$ cat src/hw/rtl/wste_pkg.sv
// Shared constants and controller/datapath handshake types for the short-time energy core.
`default_nettype none

package wste_pkg;

    localparam int DEF_MAX_HALF_WINDOW = 31;
    localparam int DEF_SAMPLE_BITS     = 16;

    localparam int WIN_W    = 5;   // half window register width
    localparam int ENERGY_W = 31;  // result width

    localparam logic [WIN_W-1:0] HALF_WINDOW_RESET = 5'd8;

    // controller -> datapath
    typedef struct packed {
        logic accept;       // input transfer this cycle
        logic update;       // fold the new square into the window sum
        logic div_step;     // one restoring-division step
        logic load_result;  // load the position result into the output register
        logic load_run;     // load one trailing zero into the output register
    } wste_cmd_t;

    // datapath -> controller
    typedef struct packed {
        logic emit;         // position has a result (valid during update)
        logic need_div;     // window is full, quotient needed (valid during update)
        logic last;         // item being worked on closes the array
        logic run_pending;  // trailing zeros still owed
        logic run_final;    // exactly one trailing zero left
        logic div_done;     // final division step in progress
        logic out_free;     // output register can take a value this cycle
    } wste_status_t;

endpackage

`default_nettype wire

$ cat src/hw/rtl/wste_ram.sv
// Generic single-write, single-read RAM with registered read data.
`default_nettype none

module wste_ram #(
    parameter int WIDTH = 8,
    parameter int DEPTH = 64
) (
    input  wire logic                     aclk,
    input  wire logic                     we,
    input  wire logic [$clog2(DEPTH)-1:0] waddr,
    input  wire logic [WIDTH-1:0]         wdata,
    input  wire logic [$clog2(DEPTH)-1:0] raddr,
    output logic      [WIDTH-1:0]         rdata
);

    logic [WIDTH-1:0] mem [DEPTH];

    always_ff @(posedge aclk) begin
        if (we) begin
            mem[waddr] <= wdata;
        end
        rdata <= mem[raddr];
    end

endmodule

`default_nettype wire

$ cat src/hw/rtl/wste_ctrl.sv
// Sequencing state machine for the short-time energy core.
`default_nettype none

module wste_ctrl
    import wste_pkg::*;
(
    input  wire logic         aclk,
    input  wire logic         aresetn,
    input  wire logic         s_valid,
    output logic              s_ready,
    input  wire wste_status_t st,
    output wste_cmd_t         cmd
);

    typedef enum logic [2:0] {
        ST_IDLE,
        ST_UPDATE,
        ST_DIVIDE,
        ST_EMIT,
        ST_RUN
    } state_t;

    state_t state_reg;
    state_t state_next;

    always_comb begin
        state_next = state_reg;
        cmd        = '0;
        s_ready    = 1'b0;
        case (state_reg)
            ST_IDLE: begin
                s_ready    = 1'b1;
                cmd.accept = s_valid;
                if (s_valid) begin
                    state_next = ST_UPDATE;
                end
            end
            ST_UPDATE: begin
                cmd.update = 1'b1;
                if (st.emit) begin
                    state_next = st.need_div ? ST_DIVIDE : ST_EMIT;
                end else if (st.last) begin
                    state_next = ST_RUN;
                end else begin
                    state_next = ST_IDLE;
                end
            end
            ST_DIVIDE: begin
                cmd.div_step = 1'b1;
                if (st.div_done) begin
                    state_next = ST_EMIT;
                end
            end
            ST_EMIT: begin
                if (st.out_free) begin
                    cmd.load_result = 1'b1;
                    state_next = (st.last && st.run_pending) ? ST_RUN : ST_IDLE;
                end
            end
            ST_RUN: begin
                if (st.out_free) begin
                    cmd.load_run = 1'b1;
                    if (st.run_final) begin
                        state_next = ST_IDLE;
                    end
                end
            end
            default: begin
                state_next = ST_IDLE;
            end
        endcase
    end

    always_ff @(posedge aclk) begin
        if (!aresetn) begin
            state_reg <= ST_IDLE;
        end else begin
            state_reg <= state_next;
        end
    end

endmodule

`default_nettype wire

$ cat src/hw/rtl/wste_datapath.sv
// Squaring, window sum, square history, serial divider and output register.
`default_nettype none

module wste_datapath
    import wste_pkg::*;
#(
    parameter int MAX_HALF_WINDOW = DEF_MAX_HALF_WINDOW,
    parameter int SAMPLE_BITS     = DEF_SAMPLE_BITS
) (
    input  wire logic                   aclk,
    input  wire logic                   aresetn,
    input  wire logic                   cfg_wr_en,
    input  wire logic [WIN_W-1:0]       cfg_wr_data,
    input  wire logic [SAMPLE_BITS-1:0] s_sample,
    input  wire logic                   s_last,
    input  wire wste_cmd_t              cmd,
    output wste_status_t                st,
    input  wire logic                   m_ready,
    output logic                        m_valid,
    output logic [ENERGY_W-1:0]         m_energy,
    output logic                        m_last_result
);

    localparam int CNT_W   = $clog2(2 * MAX_HALF_WINDOW + 1);
    localparam int SQ_W    = 2 * SAMPLE_BITS - 1;
    localparam int SUM_W   = CNT_W + 2 * SAMPLE_BITS - 2;
    localparam int DCNT_W  = $clog2(SUM_W);
    localparam int QX_W    = (SUM_W > ENERGY_W) ? SUM_W : ENERGY_W;
    localparam int RAM_D   = 1 << CNT_W;

    logic [WIN_W-1:0]         hw_reg;
    logic [SQ_W-1:0]          sq_reg;
    logic                     last_reg;
    logic [CNT_W-1:0]         wp_reg;
    logic [SUM_W-1:0]         sum_reg;
    logic [CNT_W-1:0]         samples_reg;
    logic [SUM_W-1:0]         qr_reg;
    logic [CNT_W-1:0]         rem_reg;
    logic [DCNT_W-1:0]        div_cnt_reg;
    logic                     use_quot_reg;
    logic [CNT_W-1:0]         run_cnt_reg;
    logic                     m_valid_reg;
    logic [ENERGY_W-1:0]      m_energy_reg;
    logic                     m_last_reg;

    logic [CNT_W-1:0]         win;
    logic [CNT_W-1:0]         span;
    logic [CNT_W-1:0]         divisor;
    logic [SAMPLE_BITS-1:0]   mag;
    logic [2*SAMPLE_BITS-1:0] sq_full;
    logic [SQ_W-1:0]          ram_rdata;
    logic [SQ_W-1:0]          old_sq;
    logic [SUM_W-1:0]         sum_upd;
    logic [CNT_W:0]           seen_inc;
    logic [CNT_W-1:0]         run_len;
    logic [CNT_W:0]           trial;
    logic                     trial_ge;
    logic [CNT_W-1:0]         rem_next;
    logic [QX_W-1:0]          quot_x;
    logic                     out_free;

    // clamp to the supported window
    always_comb begin
        if (32'(hw_reg) > 32'(MAX_HALF_WINDOW)) begin
            win = CNT_W'(MAX_HALF_WINDOW);
        end else begin
            win = CNT_W'(hw_reg);
        end
    end

    assign span    = CNT_W'({win, 1'b0});
    assign divisor = span + CNT_W'(1);

    assign mag     = s_sample[SAMPLE_BITS-1] ? (~s_sample + SAMPLE_BITS'(1)) : s_sample;
    assign sq_full = (2*SAMPLE_BITS)'(mag) * (2*SAMPLE_BITS)'(mag);

    wste_ram #(
        .WIDTH (SQ_W),
        .DEPTH (RAM_D)
    ) u_hist (
        .aclk  (aclk),
        .we    (cmd.update),
        .waddr (wp_reg),
        .wdata (sq_reg),
        .raddr (wp_reg - span),
        .rdata (ram_rdata)
    );

    // square leaving the window; history not yet filled reads as zero
    always_comb begin
        if (span == '0) begin
            old_sq = sq_reg;
        end else if (samples_reg >= span) begin
            old_sq = ram_rdata;
        end else begin
            old_sq = '0;
        end
    end

    assign sum_upd  = sum_reg + SUM_W'(sq_reg) - SUM_W'(old_sq);
    assign seen_inc = {1'b0, samples_reg} + (CNT_W+1)'(1);
    assign run_len  = (seen_inc < {1'b0, win}) ? CNT_W'(seen_inc) : win;

    // restoring division, one quotient bit per step
    assign trial    = {rem_reg, qr_reg[SUM_W-1]};
    assign trial_ge = trial >= {1'b0, divisor};
    assign rem_next = trial_ge ? CNT_W'(trial - {1'b0, divisor}) : CNT_W'(trial);
    assign quot_x   = QX_W'(qr_reg);

    assign out_free = !m_valid_reg || m_ready;

    assign st.emit        = samples_reg >= win;
    assign st.need_div    = samples_reg >= span;
    assign st.last        = last_reg;
    assign st.run_pending = run_cnt_reg != '0;
    assign st.run_final   = run_cnt_reg == CNT_W'(1);
    assign st.div_done    = div_cnt_reg == DCNT_W'(SUM_W - 1);
    assign st.out_free    = out_free;

    always_ff @(posedge aclk) begin
        if (cmd.accept) begin
            sq_reg   <= sq_full[SQ_W-1:0];
            last_reg <= s_last;
        end
        if (cmd.update) begin
            qr_reg       <= sum_upd;
            rem_reg      <= '0;
            div_cnt_reg  <= '0;
            use_quot_reg <= samples_reg >= span;
        end else if (cmd.div_step) begin
            qr_reg      <= {qr_reg[SUM_W-2:0], trial_ge};
            rem_reg     <= rem_next;
            div_cnt_reg <= div_cnt_reg + DCNT_W'(1);
        end
        if (cmd.load_result) begin
            m_energy_reg <= use_quot_reg ? quot_x[ENERGY_W-1:0] : '0;
            m_last_reg   <= last_reg && (run_cnt_reg == '0);
        end else if (cmd.load_run) begin
            m_energy_reg <= '0;
            m_last_reg   <= run_cnt_reg == CNT_W'(1);
        end
    end

    always_ff @(posedge aclk) begin
        if (!aresetn) begin
            hw_reg      <= HALF_WINDOW_RESET;
            wp_reg      <= '0;
            sum_reg     <= '0;
            samples_reg <= '0;
            run_cnt_reg <= '0;
            m_valid_reg <= 1'b0;
        end else begin
            if (cfg_wr_en) begin
                hw_reg      <= cfg_wr_data;
                sum_reg     <= '0;
                samples_reg <= '0;
            end else if (cmd.update) begin
                wp_reg      <= wp_reg + CNT_W'(1);
                run_cnt_reg <= run_len;
                if (last_reg) begin
                    sum_reg     <= '0;
                    samples_reg <= '0;
                end else begin
                    sum_reg <= sum_upd;
                    if (samples_reg < CNT_W'(2 * MAX_HALF_WINDOW)) begin
                        samples_reg <= samples_reg + CNT_W'(1);
                    end
                end
            end else if (cmd.load_run) begin
                run_cnt_reg <= run_cnt_reg - CNT_W'(1);
            end

            if (cmd.load_result || cmd.load_run) begin
                m_valid_reg <= 1'b1;
            end else if (m_ready) begin
                m_valid_reg <= 1'b0;
            end
        end
    end

    assign m_valid       = m_valid_reg;
    assign m_energy      = m_energy_reg;
    assign m_last_result = m_last_reg;

endmodule

`default_nettype wire

$ cat src/hw/rtl/windowed_short_time_energy_core.sv
// A full-window result passes the input register, the update step, the bit-serial divider
// and the emit step before m_valid; edge positions and trailing zeros skip the divider.
// A new sample is taken only once the previous one is through, the divider (one
// quotient bit a cycle) setting the pace; trailing zeros leave one a cycle while m_ready holds.
// Reset (aresetn, synchronous, active low): window sum, sample count and output valid
// clear, half_window returns to 8. The square history needs no clearing pass.
`default_nettype none

module windowed_short_time_energy_core
    import wste_pkg::*;
#(
    parameter int MAX_HALF_WINDOW = DEF_MAX_HALF_WINDOW,
    parameter int SAMPLE_BITS     = DEF_SAMPLE_BITS
) (
    input  wire logic                   aclk,
    input  wire logic                   aresetn,

    // half_window register; a write restarts the array in progress
    input  wire logic                   cfg_wr_en,
    input  wire logic [WIN_W-1:0]       cfg_wr_data,

    // sample stream in
    input  wire logic                   s_valid,
    output logic                        s_ready,
    input  wire logic [SAMPLE_BITS-1:0] s_sample,
    input  wire logic                   s_last,

    // energy stream out
    output logic                        m_valid,
    input  wire logic                   m_ready,
    output logic [ENERGY_W-1:0]         m_energy,
    output logic                        m_last_result
);

    // Operation per sample transfer:
    //   accept  : square the sample, read the square that leaves the window
    //             from the ring buffer (address = write pointer - 2*win)
    //   update  : running sum += new square - departing square, store the new square
    //   divide  : sum / (2*win+1), restoring, one bit a cycle
    //   emit    : result into the output register, then the trailing zero run
    //             if this transfer closed the array.
    // Positions before the window fills give zero without dividing. The sample
    // count doubles as fill count for the history, so stale entries read as zero.
    // The output register lets a new sample transfer while a result still waits.

    wste_cmd_t    cmd;
    wste_status_t st;

    wste_ctrl u_ctrl (
        .aclk    (aclk),
        .aresetn (aresetn),
        .s_valid (s_valid),
        .s_ready (s_ready),
        .st      (st),
        .cmd     (cmd)
    );

    wste_datapath #(
        .MAX_HALF_WINDOW (MAX_HALF_WINDOW),
        .SAMPLE_BITS     (SAMPLE_BITS)
    ) u_dp (
        .aclk          (aclk),
        .aresetn       (aresetn),
        .cfg_wr_en     (cfg_wr_en),
        .cfg_wr_data   (cfg_wr_data),
        .s_sample      (s_sample),
        .s_last        (s_last),
        .cmd           (cmd),
        .st            (st),
        .m_ready       (m_ready),
        .m_valid       (m_valid),
        .m_energy      (m_energy),
        .m_last_result (m_last_result)
    );

endmodule

`default_nettype wire

$ cat config.mk
export PLATFORM = sky130hd
export DESIGN_NAME = windowed_short_time_energy_core
export DESIGN_NICKNAME = d
export VERILOG_FILES = /design/src/hw/rtl/wste_pkg.sv /design/src/hw/rtl/wste_ram.sv /design/src/hw/rtl/wste_ctrl.sv /design/src/hw/rtl/wste_datapath.sv /design/src/hw/rtl/windowed_short_time_energy_core.sv
export SDC_FILE = /design/constraint.sdc
export NUM_CORES = 2
export LEC_CHECK = 0
export ABC_AREA = 1
export BUFFER_PORTS_ARGS = -buffer_cell sky130_fd_sc_hd__clkbuf_2
export CELL_PAD_IN_SITES_DETAIL_PLACEMENT = 0
export CELL_PAD_IN_SITES_GLOBAL_PLACEMENT = 1
export CORE_AREA = 8 8 576 578
export DETAILED_ROUTE_END_ITERATION = 10
export DIE_AREA = 0 0 584 586
export PLACE_DENSITY_LB_ADDON = 0.1
export SLEW_MARGIN = 0
export SYNTH_ARGS = -nofsm -noshare
export SYNTH_HDL_FRONTEND = slang
export SYNTH_HIERARCHICAL = 1
export SYNTH_SLANG_ARGS = --single-unit
$ cat constraint.sdc
create_clock -name aclk -period 15.1 [get_ports aclk]
set_clock_uncertainty 0.1 [all_clocks]
set_input_delay 3.02 -clock aclk [delete_from_list [all_inputs] [get_ports aclk]]
set_output_delay 3.02 -clock aclk [all_outputs]
set_load 0.005 [all_outputs]
==> impl_metrics.py <==
metrics = {
    "logic_synthesis": {
        "synthSimpleGateAreaFrac": 0.223,
        "synthFlopType": "edfxtp_1",
        "synth_enable_flop_cells": 2084,
        "seq_area_frac_synth": 0.649,
        "synth_area_um2": 99700,
        "synth_top_family_by_area": "simple AND/OR/NAND/NOR gates",
        "synth-adder-area-share": 0.0597,
        "synth_top_area_cell": "edfxtp_1",
        "synthTopCellsByCount": "2976 x nand2_1, 2084 x edfxtp_1, 1816 x nand3_1",
        "ys_warn_count": 6,
        "synth_cells": 9191,
        "netlist.area_leader.share": 0.628,
        "muxShareOfSynthArea": 0,
        "yosys.area_share.xor_xnor": 0.00571,
        "synth_top_cells_by_area": "edfxtp_1 63%, nand2_1 11%, nand3_1 9.1%",
        "synth-seq-cells": 2190,
        "synth_compound_area_frac": 0.0161,
        "syn_area_per_cell_um2": 10.8,
        "ys_types": 61,
        "async_reset_ff_frac": 0,
        "yosysMostFrequentCell": "nand2_1",
    },
    "layout": {
        "drive_gt1_frac": 0.0820,
        "nets": 9692,
        "stdcell_area_um2": 114000,
        "fin_util": 0.353,
        "fill_cells": 32239,
        "largest_reg_flops": 1984,
        "synthToLayoutAreaGrowth_pct": 14.3,
    },
    "global_route": {
        "grt_pass1_wl_mm": 499,
        "antenna_found_initial": 19,
        "use_met2": 0.341,
        "grt_use_total": 0.199,
        "grt_max_degree": 168,
        "gr-usage-met3": 0.0266,
        "grt_overflow_total": 0,
        "grt_pass1_vias": 66761,
        "grt.busiest_layer": "met2",
        "met1_usage": 0.271,
    },
    "drt": {
        "wl_per_cell_um": 25.2,
        "drtPass1Iterations": 5,
        "first_iter_violations": 5362,
        "via_count": 67759,
        "drtAntennaViolNets": 0,
        "viasPerCell": 4.89,
        "routed_wl_mm": 349,
        "route.detailed.drc": 0,
    },
    "floorplanning": {
        "die_y_um": 586,
        "die_area_um2": 342000,
        "io_pins": 61,
        "die_x_um": 584,
        "core_area_um2": 323000,
        "start_util": 0.309,
        "rows": 209,
    },
    "power": {
        "power.share.clock": 0.273,
        "p_per_area_nw_per_um2": 200,
        "p_sw_mw": 9.05,
        "pwr-share-comb": 0.379,
        "peakVddDrop_mv": 0.203,
        "pwr-share-seq": 0.349,
        "power_leakage_nw": 42.8,
        "p_int_mw": 13.7,
        "sw_frac_of_total": 0.397,
    },
    "run_status": {
        "status": "finished, final reports clean",
    },
    "timing": {
        "worst-slew-pin-transition_ns": 1.26,
        "min_period_ns": 9.58,
        "setup_viol": 0,
        "hold_viol": 0,
        "setup_tns_ns": 0,
        "hold_slack_ns": 0.363,
        "period_share": 0.634,
        "fmax_mhz": 104,
        "slew_viol_final": 0,
        "rsz0062_at_grt": "false",
        "slew_headroom": 0.158,
    },
    "placement": {
        "dpl.hpwl_mm": 204,
        "globalplace.congestion": 0.801,
        "postPlaceCellArea_um2": 106000,
        "io_buffer_count": 60,
    },
    "critical_path": {
        "path_max_fanout": 17,
        "reg2reg_from": "u_dp/wp_reg[0]$_SDFFE_PN0P_",
        "r2r-end": "u_dp/u_hist/rdata[1]$_DFF_P_",
        "reg2reg_depth": 12,
        "critPathCaptureType": "register",
        "cp.arrival_ns": 10.09,
        "critPathLaunchType": "primary input",
        "path_class": "in -> reg",
        "cp.required_ns": 15.61,
        "cp_slowest_cell": "fa_1",
        "cp_slowest_stage_delay_ns": 0.55,
        "r2r_slack_ns": 9.47,
    },
    "min_path": {
        "hold_end": "u_dp/rem_reg[5]$_SDFFE_PP0P_",
        "hp-class": "reg -> reg",
        "hold_depth": 2,
        "holdCritStartpoint": "u_dp/rem_reg[5]$_SDFFE_PP0P_",
    },
    "clock_network": {
        "clkLatencyLatePin_ns": 0.89,
        "cts_buffers": 269,
        "clockBufferDepth": 4,
        "cts-root-buf": "clkbuf_16",
        "post_cts_resized": 0,
        "clk_pin_slew_worst_paths_ns": 0.06,
        "cts.sinks": 2190,
        "cts_max_level": 5,
        "cts_tree": "done",
        "cts_setup_buffers": 0,
        "hold_buffers": 0,
    },
    "flow_run": {
        "max_cap_violations": 0,
    },
}
[power by group through the flow]
stage | Combinational [mW] | Clock [mW] | Sequential (mW)
finish | 8.62 | 6.21 | 7.94
CTS | 8.84 | 6.39 | 7.94
floorplan | 5.05 | 0 | 8.35
global route | 9.66 | 6.61 | 7.96
detailed placement | 8.79 | 0 | 8.07
global placement | 8.85 | 0 | 8.07
[how the worst max path moves through the flow]
stage | from | to | cells after the start
final | s_sample[0] | u_dp/sq_reg[24]$_DFFE_PP_ | 30
after floorplan | s_sample[0] | u_dp/sq_reg[24]$_DFFE_PP_ | 29
after global routing | s_sample[0] | u_dp/sq_reg[24]$_DFFE_PP_ | 30
after detailed placement | s_sample[0] | u_dp/sq_reg[24]$_DFFE_PP_ | 30
after global placement | s_sample[0] | u_dp/sq_reg[24]$_DFFE_PP_ | 30
after CTS | s_sample[0] | u_dp/sq_reg[24]$_DFFE_PP_ | 30
[final cells by class]
cell class / count / area, µm² / share of cell area
diodes: 8 / 20.0 / 0.000176
clock buffers: 321 / 7030 / 0.0617
clock inverters: 155 / 1330 / 0.0117
inverters: 600 / 2310 / 0.0203
multi-input cells: 5988 / 31200 / 0.274
flip-flops and latches: 2190 / 64700 / 0.568
well taps: 4325 / 5410 / 0.0475
repair buffers: 258 / 1870 / 0.0165
[stage by stage]
| stage | setup WS [ns] | total power [mW] | instances |
|---|---|---|---|
| after detailed placement | 4.60 | 16.9 | 13361 |
| after global routing | 5.04 | 24.2 | 13838 |
| after global placement | 4.58 | 16.9 | 13361 |
| final | 5.52 | 22.8 | 13845 |
| after CTS | 5.52 | 23.2 | 13837 |
| after floorplan | 5.66 | 13.4 | 9264 |
[metal layers]
metal  routed length [µm]  share of wire
met1               156000           0.45
met2               169000           0.48
met3                17000          0.049
met4                 7680          0.022
met5                    0              0
[layout by cell type, fill, tap and decap left out, drive strengths merged, types with 54 or more instances in the layout]
cell and n:
nand2 2984, edfxtp 2084, nand3 1820, inv 613, clkbuf 381, nor2 284
buf 198, fa 196, ha 162, a21oi 137, clkinv 121, o21ai 111
dfxtp 106, conb 75, nand4 54
[logic make-up (layout without fill, tap and decap cells)]
| kind of cell | count (synthesis) | count (layout) |
|---|---|---|
| other | 2 | 83 |
| AO/OA/AOI/OAI | 293 | 293 |
| AND/OR/NAND/NOR | 5206 | 5206 |
| flip-flops | 2190 | 2190 |
| XOR/XNOR | 56 | 56 |
| adder cells (fa/ha/maj) | 358 | 358 |
| buffers and inverters | 1086 | 1334 |
[critical path, delay by kind of cell]
family / cells / cell delay (ns)
buffers and inverters: 8 / 0.89
AND/OR/NAND/NOR: 7 / 1.43
AO/OA/AOI/OAI: 5 / 1.09
XOR/XNOR: 2 / 0.24
adder cells (fa/ha/maj): 8 / 3.36
Note: power is estimated with default switching activity, not from simulation.
